[src/hw/rtl/julian_day_to_calendar_date_defines.svh]
// ----------------------------------------------------------------------------
// Julian day to calendar date: assertion macros
// Shared property wrappers used by the RTL of the date converter.
// ----------------------------------------------------------------------------
`ifndef JULIAN_DAY_TO_CALENDAR_DATE_DEFINES_SVH
`define JULIAN_DAY_TO_CALENDAR_DATE_DEFINES_SVH

// consequent checked in the same cycle as the antecedent
`define JDC_ASSERT_SAME(lbl, clk, rst, ante, cons, msg) \
   lbl: assert property (@(posedge clk) disable iff (rst) (ante) |-> (cons)) \
      else $error(msg);

// consequent checked in the cycle after the antecedent
`define JDC_ASSERT_NEXT(lbl, clk, rst, ante, cons, msg) \
   lbl: assert property (@(posedge clk) disable iff (rst) (ante) |=> (cons)) \
      else $error(msg);

`endif

[src/hw/rtl/jdc_pkg.sv]
// ----------------------------------------------------------------------------
// jdc_pkg
// Types, constants and tables for the Julian day to calendar date converter.
// ----------------------------------------------------------------------------
package jdc_pkg;

   // widths
   localparam int DAY_BITS_DEFAULT = 32;
   localparam int LEN_BITS         = 29;   // widest chunk length, 365242538
   localparam int DOM_BITS         = 5;
   localparam int MONTH_BITS       = 4;
   localparam int MAG_BITS         = 24;
   localparam int MOD_BITS         = 9;    // year mod 400

   // chunk lengths in days
   localparam int MEGA_LEN_FIRST   = 365242538;
   localparam int MEGA_LEN         = 365242500;
   localparam int MYRIAD_LEN_FIRST = 3652463;
   localparam int MYRIAD_LEN       = 3652425;
   localparam int CENT_LEN_JULIAN  = 36525;
   localparam int CENT_LEN_1488    = 36515;
   localparam int CENT_LEN_GREG    = 36524;
   localparam int YEAR_LEN_1582    = 355;
   localparam int YEAR_LEN_LEAP    = 366;
   localparam int YEAR_LEN_COMMON  = 365;
   localparam int OCT_1582_LEN     = 21;
   localparam int FEB_LEAP_LEN     = 29;

   // year numbers and steps
   localparam int YEAR_START       = -4713;
   localparam int YEAR_MEGA_JUMP   = 995288;
   localparam int YEAR_MYRIAD_JUMP = 5288;
   localparam int YEAR_CENT_JUMP   = 88;
   localparam int YEAR_LAST_BC_C   = -13;
   localparam int YEAR_LAST_BC     = -1;
   localparam int YEAR_FIRST_AD    = 1;
   localparam int YEAR_MEGA_STEP   = 1000000;
   localparam int YEAR_MYRIAD_STEP = 10000;
   localparam int YEAR_CENT_STEP   = 100;
   localparam int YEAR_REFORM      = 1582;
   localparam int YEAR_CENT_ODD    = 1488;

   // year mod 400 bookkeeping
   localparam int MOD_START        = 87;   // -4713 mod 400
   localparam int MOD_JUMP         = 88;
   localparam int MOD_LONG_CENT    = 388;  // (y - 88) mod 400 == 300
   localparam int MOD_LAST         = 399;

   // months
   localparam int MONTH_JAN        = 1;
   localparam int MONTH_FEB        = 2;
   localparam int MONTH_OCT        = 10;
   localparam int MONTH_DEC        = 12;
   localparam int OCT_GAP_START    = 4;
   localparam int OCT_GAP_DAYS     = 10;

   // sequencer states, one-hot
   typedef enum logic [5:0] {
      ST_IDLE    = 6'b000001,
      ST_MEGA    = 6'b000010,
      ST_MYRIAD  = 6'b000100,
      ST_CENTURY = 6'b001000,
      ST_YEAR    = 6'b010000,
      ST_MONTH   = 6'b100000
   } state_type;

   // common-year month lengths
   function automatic logic [DOM_BITS-1:0] month_len(input logic [MONTH_BITS-1:0] month);
      logic [DOM_BITS-1:0] len;
      unique case (month)
         4'd2:                   len = 5'd28;
         4'd4, 4'd6, 4'd9, 4'd11: len = 5'd30;
         default:                len = 5'd31;
      endcase
      return len;
   endfunction

endpackage

[src/hw/rtl/jdc_len.sv]
// ----------------------------------------------------------------------------
// jdc_len
// Calendar rules: length in days of the chunk the sequencer tries next.
// ----------------------------------------------------------------------------
module jdc_len import jdc_pkg::*; #(
   parameter int YEAR_BITS = DAY_BITS_DEFAULT
) (
   input  state_type                    phase,
   input  logic signed [YEAR_BITS-1:0]  year,
   input  logic [MOD_BITS-1:0]          year_mod400,
   input  logic [MONTH_BITS-1:0]        month,
   output logic [LEN_BITS-1:0]          step_len
);

   localparam logic signed [YEAR_BITS-1:0] Y_START  = YEAR_BITS'(YEAR_START);
   localparam logic signed [YEAR_BITS-1:0] Y_REFORM = YEAR_BITS'(YEAR_REFORM);
   localparam logic signed [YEAR_BITS-1:0] Y_ODD    = YEAR_BITS'(YEAR_CENT_ODD);

   logic is_start;
   logic is_reform;
   logic gregorian;
   logic cent_year;
   logic leap;

   // leap rule: Gregorian from the reform on, Julian before, BC shifted by one
   always_comb begin
      is_start  = (year == Y_START);
      is_reform = (year == Y_REFORM);
      gregorian = (year >= Y_REFORM);
      cent_year = (year_mod400 == MOD_BITS'(0))   || (year_mod400 == MOD_BITS'(100)) ||
                  (year_mod400 == MOD_BITS'(200)) || (year_mod400 == MOD_BITS'(300));
      if (gregorian) begin
         leap = (year_mod400 == MOD_BITS'(0)) || ((year[1:0] == 2'b00) && !cent_year);
      end else if (year[YEAR_BITS-1]) begin
         leap = (year[1:0] == 2'b11);
      end else begin
         leap = (year[1:0] == 2'b00);
      end
   end

   // chunk length per phase
   always_comb begin
      unique case (phase)
         ST_MEGA: begin
            step_len = is_start ? LEN_BITS'(MEGA_LEN_FIRST) : LEN_BITS'(MEGA_LEN);
         end
         ST_MYRIAD: begin
            step_len = is_start ? LEN_BITS'(MYRIAD_LEN_FIRST) : LEN_BITS'(MYRIAD_LEN);
         end
         ST_CENTURY: begin
            if (year < Y_ODD) begin
               step_len = LEN_BITS'(CENT_LEN_JULIAN);
            end else if (year == Y_ODD) begin
               step_len = LEN_BITS'(CENT_LEN_1488);
            end else if (year_mod400 == MOD_BITS'(MOD_LONG_CENT)) begin
               step_len = LEN_BITS'(CENT_LEN_JULIAN);
            end else begin
               step_len = LEN_BITS'(CENT_LEN_GREG);
            end
         end
         ST_YEAR: begin
            if (is_reform) begin
               step_len = LEN_BITS'(YEAR_LEN_1582);
            end else begin
               step_len = leap ? LEN_BITS'(YEAR_LEN_LEAP) : LEN_BITS'(YEAR_LEN_COMMON);
            end
         end
         ST_MONTH: begin
            if (is_reform && (month == MONTH_BITS'(MONTH_OCT))) begin
               step_len = LEN_BITS'(OCT_1582_LEN);
            end else if ((month == MONTH_BITS'(MONTH_FEB)) && leap) begin
               step_len = LEN_BITS'(FEB_LEAP_LEN);
            end else begin
               step_len = LEN_BITS'(month_len(month));
            end
         end
         default: begin
            step_len = '0;
         end
      endcase
   end

endmodule

[src/hw/rtl/julian_day_to_calendar_date.sv]
// Each word is taken in idle, then chunks are removed in order (megayears,
// ten-thousand-year blocks, centuries, years, months) before the result is registered.
// One compare-and-subtract unit tries one chunk per cycle unless a held result holds the sequencer.
// No new word is taken while one is in work,
// and a result held by rsp_stall holds the sequencer as well.
// Reset (synchronous, active high) clears the sequencer and the result valid.
// ----------------------------------------------------------------------------
// julian_day_to_calendar_date
// Converts a day count since 1 January 4713 BC into day, month, year and BC
// flag by repeated chunk subtraction through one shared subtractor.
// ----------------------------------------------------------------------------
`include "julian_day_to_calendar_date_defines.svh"

module julian_day_to_calendar_date import jdc_pkg::*; #(
   parameter int DAY_BITS = DAY_BITS_DEFAULT
) (
   input  logic                  clock,
   input  logic                  reset,
   input  logic                  req_valid,
   output logic                  req_stall,
   input  logic [DAY_BITS-1:0]   req_day_number,
   output logic                  rsp_valid,
   input  logic                  rsp_stall,
   output logic [DOM_BITS-1:0]   rsp_day_of_month,
   output logic [MONTH_BITS-1:0] rsp_month_number,
   output logic [MAG_BITS-1:0]   rsp_year_magnitude,
   output logic                  rsp_before_christ
);

   localparam int YEAR_BITS = DAY_BITS;
   localparam int CMP_BITS  = ((DAY_BITS > LEN_BITS) ? DAY_BITS : LEN_BITS) + 1;

   localparam logic signed [YEAR_BITS-1:0] Y_START  = YEAR_BITS'(YEAR_START);
   localparam logic signed [YEAR_BITS-1:0] Y_LBC_C  = YEAR_BITS'(YEAR_LAST_BC_C);
   localparam logic signed [YEAR_BITS-1:0] Y_LBC    = YEAR_BITS'(YEAR_LAST_BC);
   localparam logic signed [YEAR_BITS-1:0] Y_REFORM = YEAR_BITS'(YEAR_REFORM);

   state_type                    state_ff, state_in;
   logic [DAY_BITS-1:0]          rem_ff, rem_in;
   logic signed [YEAR_BITS-1:0]  year_ff, year_in;
   logic [MOD_BITS-1:0]          mod_ff, mod_in;
   logic [MONTH_BITS-1:0]        month_ff, month_in;

   logic                         rsp_valid_ff, rsp_valid_in;
   logic [DOM_BITS-1:0]          dom_ff, dom_in;
   logic [MONTH_BITS-1:0]        mon_ff, mon_in;
   logic [MAG_BITS-1:0]          mag_ff, mag_in;
   logic                         bc_ff, bc_in;

   logic [LEN_BITS-1:0]          step_len;
   logic [CMP_BITS-1:0]          diff;
   logic                         fits;
   logic                         is_start;
   logic signed [YEAR_BITS-1:0]  year_add;
   logic signed [YEAR_BITS-1:0]  year_sum;
   logic signed [YEAR_BITS-1:0]  year_abs;
   logic                         out_free;
   logic [DOM_BITS-1:0]          dom_calc;

   // calendar rules pick the chunk length
   jdc_len #(
      .YEAR_BITS   (YEAR_BITS)
   ) u_len (
      .phase       (state_ff),
      .year        (year_ff),
      .year_mod400 (mod_ff),
      .month       (month_ff),
      .step_len    (step_len)
   );

   // shared compare and subtract: borrow clear means the chunk fits
   assign diff = {{(CMP_BITS-DAY_BITS){1'b0}}, rem_ff} - {{(CMP_BITS-LEN_BITS){1'b0}}, step_len};
   assign fits = ~diff[CMP_BITS-1];

   // year step adder
   always_comb begin
      is_start = (year_ff == Y_START);
      unique case (state_ff)
         ST_MEGA:    year_add = YEAR_BITS'(YEAR_MEGA_STEP);
         ST_MYRIAD:  year_add = YEAR_BITS'(YEAR_MYRIAD_STEP);
         ST_CENTURY: year_add = YEAR_BITS'(YEAR_CENT_STEP);
         default:    year_add = YEAR_BITS'(1);
      endcase
      year_sum = year_ff + year_add;
   end

   // result fields from what is left
   always_comb begin
      year_abs = year_ff[YEAR_BITS-1] ? -year_ff : year_ff;
      dom_calc = rem_ff[DOM_BITS-1:0] + DOM_BITS'(1);
      if ((year_ff == Y_REFORM) && (month_ff == MONTH_BITS'(MONTH_OCT)) &&
          (rem_ff >= DAY_BITS'(OCT_GAP_START))) begin
         dom_calc = dom_calc + DOM_BITS'(OCT_GAP_DAYS);
      end
   end

   assign out_free = !rsp_valid_ff || !rsp_stall;

   // sequencer
   always_comb begin
      state_in     = state_ff;
      rem_in       = rem_ff;
      year_in      = year_ff;
      mod_in       = mod_ff;
      month_in     = month_ff;
      rsp_valid_in = rsp_valid_ff && rsp_stall;
      dom_in       = dom_ff;
      mon_in       = mon_ff;
      mag_in       = mag_ff;
      bc_in        = bc_ff;
      unique case (state_ff)
         ST_IDLE: begin
            if (req_valid) begin
               rem_in   = req_day_number;
               year_in  = Y_START;
               mod_in   = MOD_BITS'(MOD_START);
               month_in = MONTH_BITS'(MONTH_JAN);
               state_in = ST_MEGA;
            end
         end
         ST_MEGA: begin
            if (fits) begin
               rem_in  = diff[DAY_BITS-1:0];
               year_in = is_start ? YEAR_BITS'(YEAR_MEGA_JUMP) : year_sum;
               mod_in  = is_start ? MOD_BITS'(MOD_JUMP) : mod_ff;
            end else begin
               state_in = ST_MYRIAD;
            end
         end
         ST_MYRIAD: begin
            if (fits) begin
               rem_in  = diff[DAY_BITS-1:0];
               year_in = is_start ? YEAR_BITS'(YEAR_MYRIAD_JUMP) : year_sum;
               mod_in  = is_start ? MOD_BITS'(MOD_JUMP) : mod_ff;
            end else begin
               state_in = ST_CENTURY;
            end
         end
         ST_CENTURY: begin
            if (fits) begin
               rem_in = diff[DAY_BITS-1:0];
               if (year_ff == Y_LBC_C) begin
                  year_in = YEAR_BITS'(YEAR_CENT_JUMP);
                  mod_in  = MOD_BITS'(MOD_JUMP);
               end else begin
                  year_in = year_sum;
                  mod_in  = (mod_ff >= MOD_BITS'(300)) ? mod_ff - MOD_BITS'(300)
                                                       : mod_ff + MOD_BITS'(100);
               end
            end else begin
               state_in = ST_YEAR;
            end
         end
         ST_YEAR: begin
            if (fits) begin
               rem_in = diff[DAY_BITS-1:0];
               if (year_ff == Y_LBC) begin
                  year_in = YEAR_BITS'(YEAR_FIRST_AD);
                  mod_in  = MOD_BITS'(YEAR_FIRST_AD);
               end else begin
                  year_in = year_sum;
                  mod_in  = (mod_ff == MOD_BITS'(MOD_LAST)) ? '0 : mod_ff + MOD_BITS'(1);
               end
            end else begin
               state_in = ST_MONTH;
            end
         end
         ST_MONTH: begin
            if (fits && (month_ff != MONTH_BITS'(MONTH_DEC))) begin
               rem_in   = diff[DAY_BITS-1:0];
               month_in = month_ff + MONTH_BITS'(1);
            end else if (out_free) begin
               rsp_valid_in = 1'b1;
               dom_in       = dom_calc;
               mon_in       = month_ff;
               mag_in       = year_abs[MAG_BITS-1:0];
               bc_in        = year_ff[YEAR_BITS-1];
               state_in     = ST_IDLE;
            end
         end
         default: begin
            state_in = ST_IDLE;
         end
      endcase
   end

   // control registers
   always_ff @(posedge clock) begin
      if (reset) begin
         state_ff     <= ST_IDLE;
         rsp_valid_ff <= 1'b0;
      end else begin
         state_ff     <= state_in;
         rsp_valid_ff <= rsp_valid_in;
      end
   end

   // datapath and result registers
   always_ff @(posedge clock) begin
      rem_ff   <= rem_in;
      year_ff  <= year_in;
      mod_ff   <= mod_in;
      month_ff <= month_in;
      dom_ff   <= dom_in;
      mon_ff   <= mon_in;
      mag_ff   <= mag_in;
      bc_ff    <= bc_in;
   end

   assign req_stall          = (state_ff != ST_IDLE);
   assign rsp_valid          = rsp_valid_ff;
   assign rsp_day_of_month   = dom_ff;
   assign rsp_month_number   = mon_ff;
   assign rsp_year_magnitude = mag_ff;
   assign rsp_before_christ  = bc_ff;

   // checks
   `JDC_ASSERT_SAME(a_month_range, clock, reset, state_ff == ST_MONTH,
      (month_ff >= MONTH_BITS'(MONTH_JAN)) && (month_ff <= MONTH_BITS'(MONTH_DEC)),
      "month out of range")
   `JDC_ASSERT_NEXT(a_rem_down, clock, reset, state_ff != ST_IDLE,
      rem_ff <= $past(rem_ff), "remaining days grew")
   `JDC_ASSERT_NEXT(a_year_up, clock, reset, state_ff != ST_IDLE,
      year_ff >= $past(year_ff), "year went back")

endmodule
[config.mk]
export PLATFORM = sky130hd
export DESIGN_NAME = julian_day_to_calendar_date
export DESIGN_NICKNAME = d
export VERILOG_FILES = /design/src/hw/rtl/jdc_pkg.sv /design/src/hw/rtl/jdc_len.sv /design/src/hw/rtl/julian_day_to_calendar_date.sv
export VERILOG_INCLUDE_DIRS = /design/src /design/src/hw/rtl
export SDC_FILE = /design/constraint.sdc
export NUM_CORES = 1
export LEC_CHECK = 0
export ABC_AREA = 1
export BUFFER_PORTS_ARGS = -buffer_cell sky130_fd_sc_hd__clkbuf_2
export CORE_MARGIN = 2
export CORE_UTILIZATION = 40
export CTS_CLUSTER_SIZE = 24
export DETAILED_ROUTE_END_ITERATION = 8
export SLEW_MARGIN = 20
export SYNTH_ARGS = -nofsm -noshare
export SYNTH_HDL_FRONTEND = slang
export SYNTH_SLANG_ARGS = --single-unit
export TNS_END_PERCENT = 20
[constraint.sdc]
create_clock -name clock -period 5.5 [get_ports clock]
set_input_delay 0.275 -clock clock [delete_from_list [all_inputs] [get_ports clock]]
set_output_delay 0.275 -clock clock [all_outputs]
set_load 0.05 [all_outputs]
* After elaboration in Yosys (flattened, before gate mapping)
Index checks and enable logic that the tools add are counted.
** Cells by class
- $mul :: 0
- Mux-type cells :: 54
- Bitwise logic cells :: 2
- Div/mod/pow operators :: 0
- Shifts and indexed selects :: 0
- Equality and inequality tests :: 40
- Order comparisons :: 4
- Reductions and logical operators :: 29
- Add/sub/neg operators :: 9
** Operators with widths (number)
- $mux 32 :: 12
- $pmux 32 s5 :: 1
- $pmux 29 s5 :: 1
- $mux 29 :: 4
- $pmux 32 s3 :: 1
- $mux 9 :: 9
- $eq 32x12->1 const B :: 2
- $pmux 20 s3 :: 1
- $mux 6 :: 9
- $pmux 6 s6 :: 1
- $pmux 9 s4 :: 1
- $sub 32x29->33 :: 1
- $add 32x21->32 :: 1
- $eq 32x1->1 const B :: 1
- $eq 32x14->1 const B :: 1
- $eq 32x5->1 const B :: 1
- $ge 32x12->1 const B :: 1
- $ge 32x3->1 const B :: 1
- $lt 32x12->1 const B :: 1
- $ne 2x2->1 const B :: 14
- $eq 9x9->1 const B :: 3
- $mux 24 :: 1
- $neg 24->24 :: 1
- $eq 4x4->1 const B :: 3
- 43 further kinds :: 66
** Word-level totals
- Input bits :: 36
- ROM bits :: 0
- Bits in writable memories :: 0
- Latch bits :: 0
- Register bits :: 118
- Memories :: 0

* Longest topological paths before layout
- Word-level depth :: 17
- Gate-level depth with buffers :: 32
- Depth with buffers taken out :: 31

* Hierarchy
A second synthesis with hierarchy kept.
** Second synthesis, totals
- Cell total of the unflattened synthesis :: 1597
- Area total of the unflattened synthesis :: 10909.2 sq um
** Modules (own cells, without submodules)
- julian_day_to_calendar_date :: cells an instance 1383, times used 1, area an instance 9908.3 sq um
- jdc_len :: cells an instance 214, times used 1, area an instance 1001.0 sq um

* Worst setup path after synthesis
No wires, ideal clock.
- Kind :: reg2reg
- Start point :: register year_ff[31]
- End point :: register bc_ff, in the netlist rsp_before_christ, enable pin
- Arrival :: 4240 ps
- Library setup time :: 425 ps
- Clock period less this slack :: 4666 ps
- Data required time :: 5075 ps
- Cell stages (with the launch flop) :: 29
- Path buffers :: 1
- Slack :: 834 ps
- Cells stage by stage :: edfxtp_1 > buf_4 > nor2_1 > nand2_1 > nor2_1 > nand2_1 > nor2_1 > nand3_1 > nand2_1 > inv_1 > nand2_1 > nand3_1 > nand3_1 > nand2_1 > nand2_1 > ha_1 > inv_1 > fa_1 > nand2_1 > nand2_1 > nand3_1 > nand2_1 > nand2_1 > nand2_2 > nand2_1 > nand2_2 > nand2_1 > nand2_1 > nor2_1
** On the way
- Cells in the longest elaborated chain, start to end :: 11
- Elaborated cells between the ends (all ways) :: 23
- Those cells by class :: 1 x add/sub; 2 x order compare; 3 x eq/ne; 11 x mux; 2 x bitwise; 4 x reduce/logical
** Ends and longest elaborated chain
- from (decl) :: RTL line julian_day_to_calendar_date.sv:40 : logic signed [YEAR_BITS-1:0] year_ff, year_in;
- from (signal assigned) :: RTL line julian_day_to_calendar_date.sv:201 : year_ff <= year_in;
- $ge 32x12->1 or $mux 1 (tied branches) :: RTL line jdc_len.sv:29, jdc_len.sv:34
- $mux 1 :: RTL line jdc_len.sv:32 : if (gregorian) begin
- $logic_and 1x1->1 :: RTL line jdc_len.sv:71 : end else if ((month == MONTH_BITS'(MONTH_FEB)) && leap) begin
- $mux 5 :: RTL line jdc_len.sv:71
- $mux 29 :: RTL line jdc_len.sv:69 : if (is_reform && (month == MONTH_BITS'(MONTH_OCT))) begin
- $pmux 29 s5 * :: RTL line jdc_len.sv:43 : unique case (phase)
- $sub 32x29->33 * :: RTL line julian_day_to_calendar_date.sv:72 : assign diff = {{(CMP_BITS-DAY_BITS){1'b0}}, rem_ff} - {{(CMP_BITS-LEN_BITS){1'b0}}, step_len};
- $not 1->1 * :: RTL line julian_day_to_calendar_date.sv:73 : assign fits = ~diff[CMP_BITS-1];
- $logic_and 1x1->1 * :: RTL line julian_day_to_calendar_date.sv:169 : if (fits && (month_ff != MONTH_BITS'(MONTH_DEC))) begin
- $not 1->1 (no source line) *
- $reduce_and 3->1 (no source line) *
- to (signal assigned) :: RTL line julian_day_to_calendar_date.sv:207 : bc_ff <= bc_in;
- to (decl) :: RTL line julian_day_to_calendar_date.sv:48 : logic bc_ff, bc_in;
Mark *: on every way between the ends. The rest lies on a longest branch, timed or not.
A chain may end at the register's enable or synchronous reset.

* Worst setup path in the final report
- Start point :: register year_ff[31]
- End point :: register mag_ff[0], in the netlist rsp_year_magnitude[0], enable pin
** On the way
- Cells in the longest elaborated chain, start to end :: 11
- Elaborated cells between the ends (all ways) :: 23
- Those cells by class :: 1 x add/sub; 2 x order compare; 3 x eq/ne; 11 x mux; 2 x bitwise; 4 x reduce/logical
** Ends and longest elaborated chain
- $ge 32x12->1 or $mux 1 (tied branches) :: RTL line jdc_len.sv:29, jdc_len.sv:34
- $mux 1 :: RTL line jdc_len.sv:32
- $logic_and 1x1->1 :: RTL line jdc_len.sv:71
- $mux 5 :: RTL line jdc_len.sv:71
- $mux 29 :: RTL line jdc_len.sv:69
- $pmux 29 s5 * :: RTL line jdc_len.sv:43
- $sub 32x29->33 * :: RTL line julian_day_to_calendar_date.sv:72
- $not 1->1 * :: RTL line julian_day_to_calendar_date.sv:73
- $logic_and 1x1->1 * :: RTL line julian_day_to_calendar_date.sv:169
- $not 1->1 (no source line) *
- $reduce_and 3->1 (no source line) *
- to (signal assigned) :: RTL line julian_day_to_calendar_date.sv:206 : mag_ff <= mag_in;
- to (decl) :: RTL line julian_day_to_calendar_date.sv:47 : logic [MAG_BITS-1:0] mag_ff, mag_in;
Marks and branches as above.

==> qor.txt <==
internal power -> 3.298 mW
TritonRoute pass-1 iters -> 5
CTS Hold Bufs -> 0
hold_ws -> 0.1091 ns
die width -> 161.1 µm
slew margin rel. -> 34.26%
clock network power share -> 17.2%
ANT cells -> 0
HP Class -> in2reg
max-slew violations -> 0
CTS tree -> built
post-CTS setup buffers -> 0
Wirelength per Cell -> 15.70 µm
Final nets -> 1517
Main synth FF type -> edfxtp_1
Adder-Cell Fraction of Synth Area -> 7.173%
first-pass GRT wire length -> 44.73 mm
Seq cells post-synth -> 118
Netlist cell types -> 50
final wirelength -> 27.67 mm
total congestion overflow -> 0
WS Path Type -> reg2reg
total die area -> 0.02596 mm²
RSZ-0062 raised after global routing -> no
WHS Path Cells -> 2
Core Area -> 0.02425 mm²
vias in the first global route -> 8846
dpl cells -> 1730
antenna violations before repair -> 0
reg2reg start -> year_ff[31]
sequential-to-total area share from yosys stat -> 35.18%
post-DR vias/cell -> 5.230
Critical Path Source Type -> flip-flop
Syn Nets -> 1444
clk_lat worst skew -> 0.43 ns
main combinational cell family by area after synthesis -> simple AND/OR/NAND/NOR gates
post-synthesis xor/xnor area fraction -> 6.210%
switch share -> 49.26%
outcome -> finished, final reports clean
CP startpoint -> year_ff[31]
GRT Resource Usage Total -> 21.66%
Area Overhead vs Synth -> 12.58%
asr flop ratio synth -> 0%
Worst Path Required -> 5.57 ns
r2r setup slk -> 1.05 ns
Leak -> 5.037 nW
top post-synthesis cells by area -> edfxtp_1, nand2_1, ha_1
Crit Reg-Reg Endpoint -> rsp_year_magnitude[0]
YS warnings -> 0
Min-Delay Endpoint -> state_ff[4]
fin util -> 45.84%
Comb pwr share -> 55.1%
mux share of post-synthesis cell area -> 0%
Post-Syn Area per Cell -> 7.303 µm²
endpoint type of the worst setup path -> flip-flop
initial DRC count -> 742
Reg2Reg Depth -> 23
Port Buffers -> 71
GP Congestion -> 0.9426
Clk pin slew, worst setup/hold paths -> 0.06 ns
Final Hold Fails -> 0
Worst Tran Pin Value -> 0.9837 ns
die outline height -> 161.1 µm
# IOs -> 72
Final Total Pwr -> 6.499 mW
worst-path fanout max -> 34
skew final -> 0.01056 ns
H-tree levels -> 4
total CTS buffers -> 17
Yosys top cell area share -> 33.76%
Psw -> 3.202 mW
DRT antenna net count -> 0
share of cells above drive strength 1 -> 10.29%
vias -> 9216
most common cell after layout, fill and taps aside -> nand2_1
Initial Utilization -> 40.72%
period utilisation layout -> 80.97%
MaxCap Viol Count -> 0
Hold Startpoint -> reset
commonest cells after routing, fill and taps aside -> nand2_1, inv_1, nor2_1
Synth Area in Compound Gates -> 12.27%
Mapped Area -> 0.009873 mm²
CTS max path bufs -> 2
Setup TNS -> 0 ns
CP arrival -> 4.52 ns
Finished Layout Cells -> 1762
fmax -> 0.2246 GHz
Sequential Power Share -> 27.7%
Setup violations, final -> 0
Root Driver -> clkbuf_16
clock period minus worst slack -> 4.453 ns
largest net degree at the start of global routing -> 47
pwr dens -> 584.7 mW/mm²
Post-synth EDFFs -> 111
DRC -> 0
post-synth top area cell -> edfxtp_1
Post-CTS Resized -> 0
CTS Sinks -> 118
final HPWL from detailed placement -> 21.65 mm
row count -> 57
Max IR drop VDD -> 256.0 µV
simple-gate share of the synthesized area -> 30.88%
cell count after synthesis -> 1352
==> area by class of cell <==
class / count / area (µm²)
Inverter: 174 / 653.1
Clock inverter: 14 / 152.6
Sequential cell: 118 / 3473
Multi-Input combinational cell: 1037 / 5602
Clock buffer: 18 / 429.2
Fill cell: 2545 / 13130
Timing Repair Buffer: 77 / 400.4
Tap cell: 324 / 405.4
==> worst max-delay path, stage by stage (launching register included) <==
cell	delay (ns)
edfxtp_1	0.41
buf_4	0.23
inv_1	0.35
nand3_1	0.12
nor4_1	0.29
nand4_1	0.28
nand3_1	0.17
nand2_1	0.06
nand2_1	0.11
ha_1	0.15
inv_1	0.06
fa_1	0.40
nand2_1	0.08
nand2_1	0.06
nand3_1	0.09
nand2_1	0.11
nand2_1	0.10
nand2_2	0.08
nand2_1	0.10
nand2_2	0.08
nand2_1	0.09
nand2_1	0.10
nor2_4	0.09
buf_4	0.40
==> worst max path at each step <==
stage,end,depth (start not counted)
final,rsp_year_magnitude[0],23
after global routing,rsp_year_magnitude[0],25
after CTS,rsp_year_magnitude[16],23
after detailed placement,rsp_year_magnitude[21],23
after global placement,rsp_year_magnitude[22],25
after floorplan,rsp_before_christ,28
==> sequential cells by signal, summed over array words and instances, names as in the netlist, 4 cells and up <==
signal and cells:
rem_ff 32, rsp_day_of_month 5, rsp_month_number 4, state_ff 6, month_ff 4, rsp_year_magnitude 24
year_ff 32, mod_ff 9
==> Yosys cell counts (7+ instances only) <==
library cell    n
nand2_2         9
inv_1         168
nand4_1        26
o211ai_1        7
o21ai_1        22
nor3_1         31
o21bai_1       17
buf_4           8
ha_1           55
nand3_1        88
a21oi_1        69
xor2_1         52
a31oi_1         9
o21ai_0        73
nor2_1        154
xnor2_1        18
edfxtp_1      111
dfxtp_1         7
nand2_1       342
nor4_1         13
==> per-stage QoR <==
step	area, µm²	setup WS (ns)
after global placement	10530	1.271
after CTS	11120	1.040
after floorplan	9873	0.8345
after global routing	11120	0.5427
after detailed placement	10530	1.092
final	11120	1.047
==> logic make-up after synthesis <==
group	count (synthesis)
compound gates	217
simple gates	694
buf+inv	197
fa+ha+maj	56
flops	118
xor+xnor	70
==> power groups by stage <==
stage | Sequential (mW) | Clock [mW] | Combinational (mW)
finish | 1.80 | 1.12 | 3.58
global route | 1.84 | 1.17 | 4.06
CTS | 1.79 | 1.14 | 3.57
detailed placement | 1.81 | 0 | 3.54
global placement | 1.80 | 0 | 3.55
floorplan | 1.67 | 0 | 2.77
==> metal layers <==
layer / vias up / wire (µm) / GRT usage (%)
li1: 4680 / - / -
met1: 4216 / 12650 / 28.70
met2: 283 / 13110 / 36.81
met3: 37 / 1300 / 2.491
met4: 0 / 602 / 7.427
met5: - / 0 / 0
No activity file was read; power rests on OpenSTA's default activity.
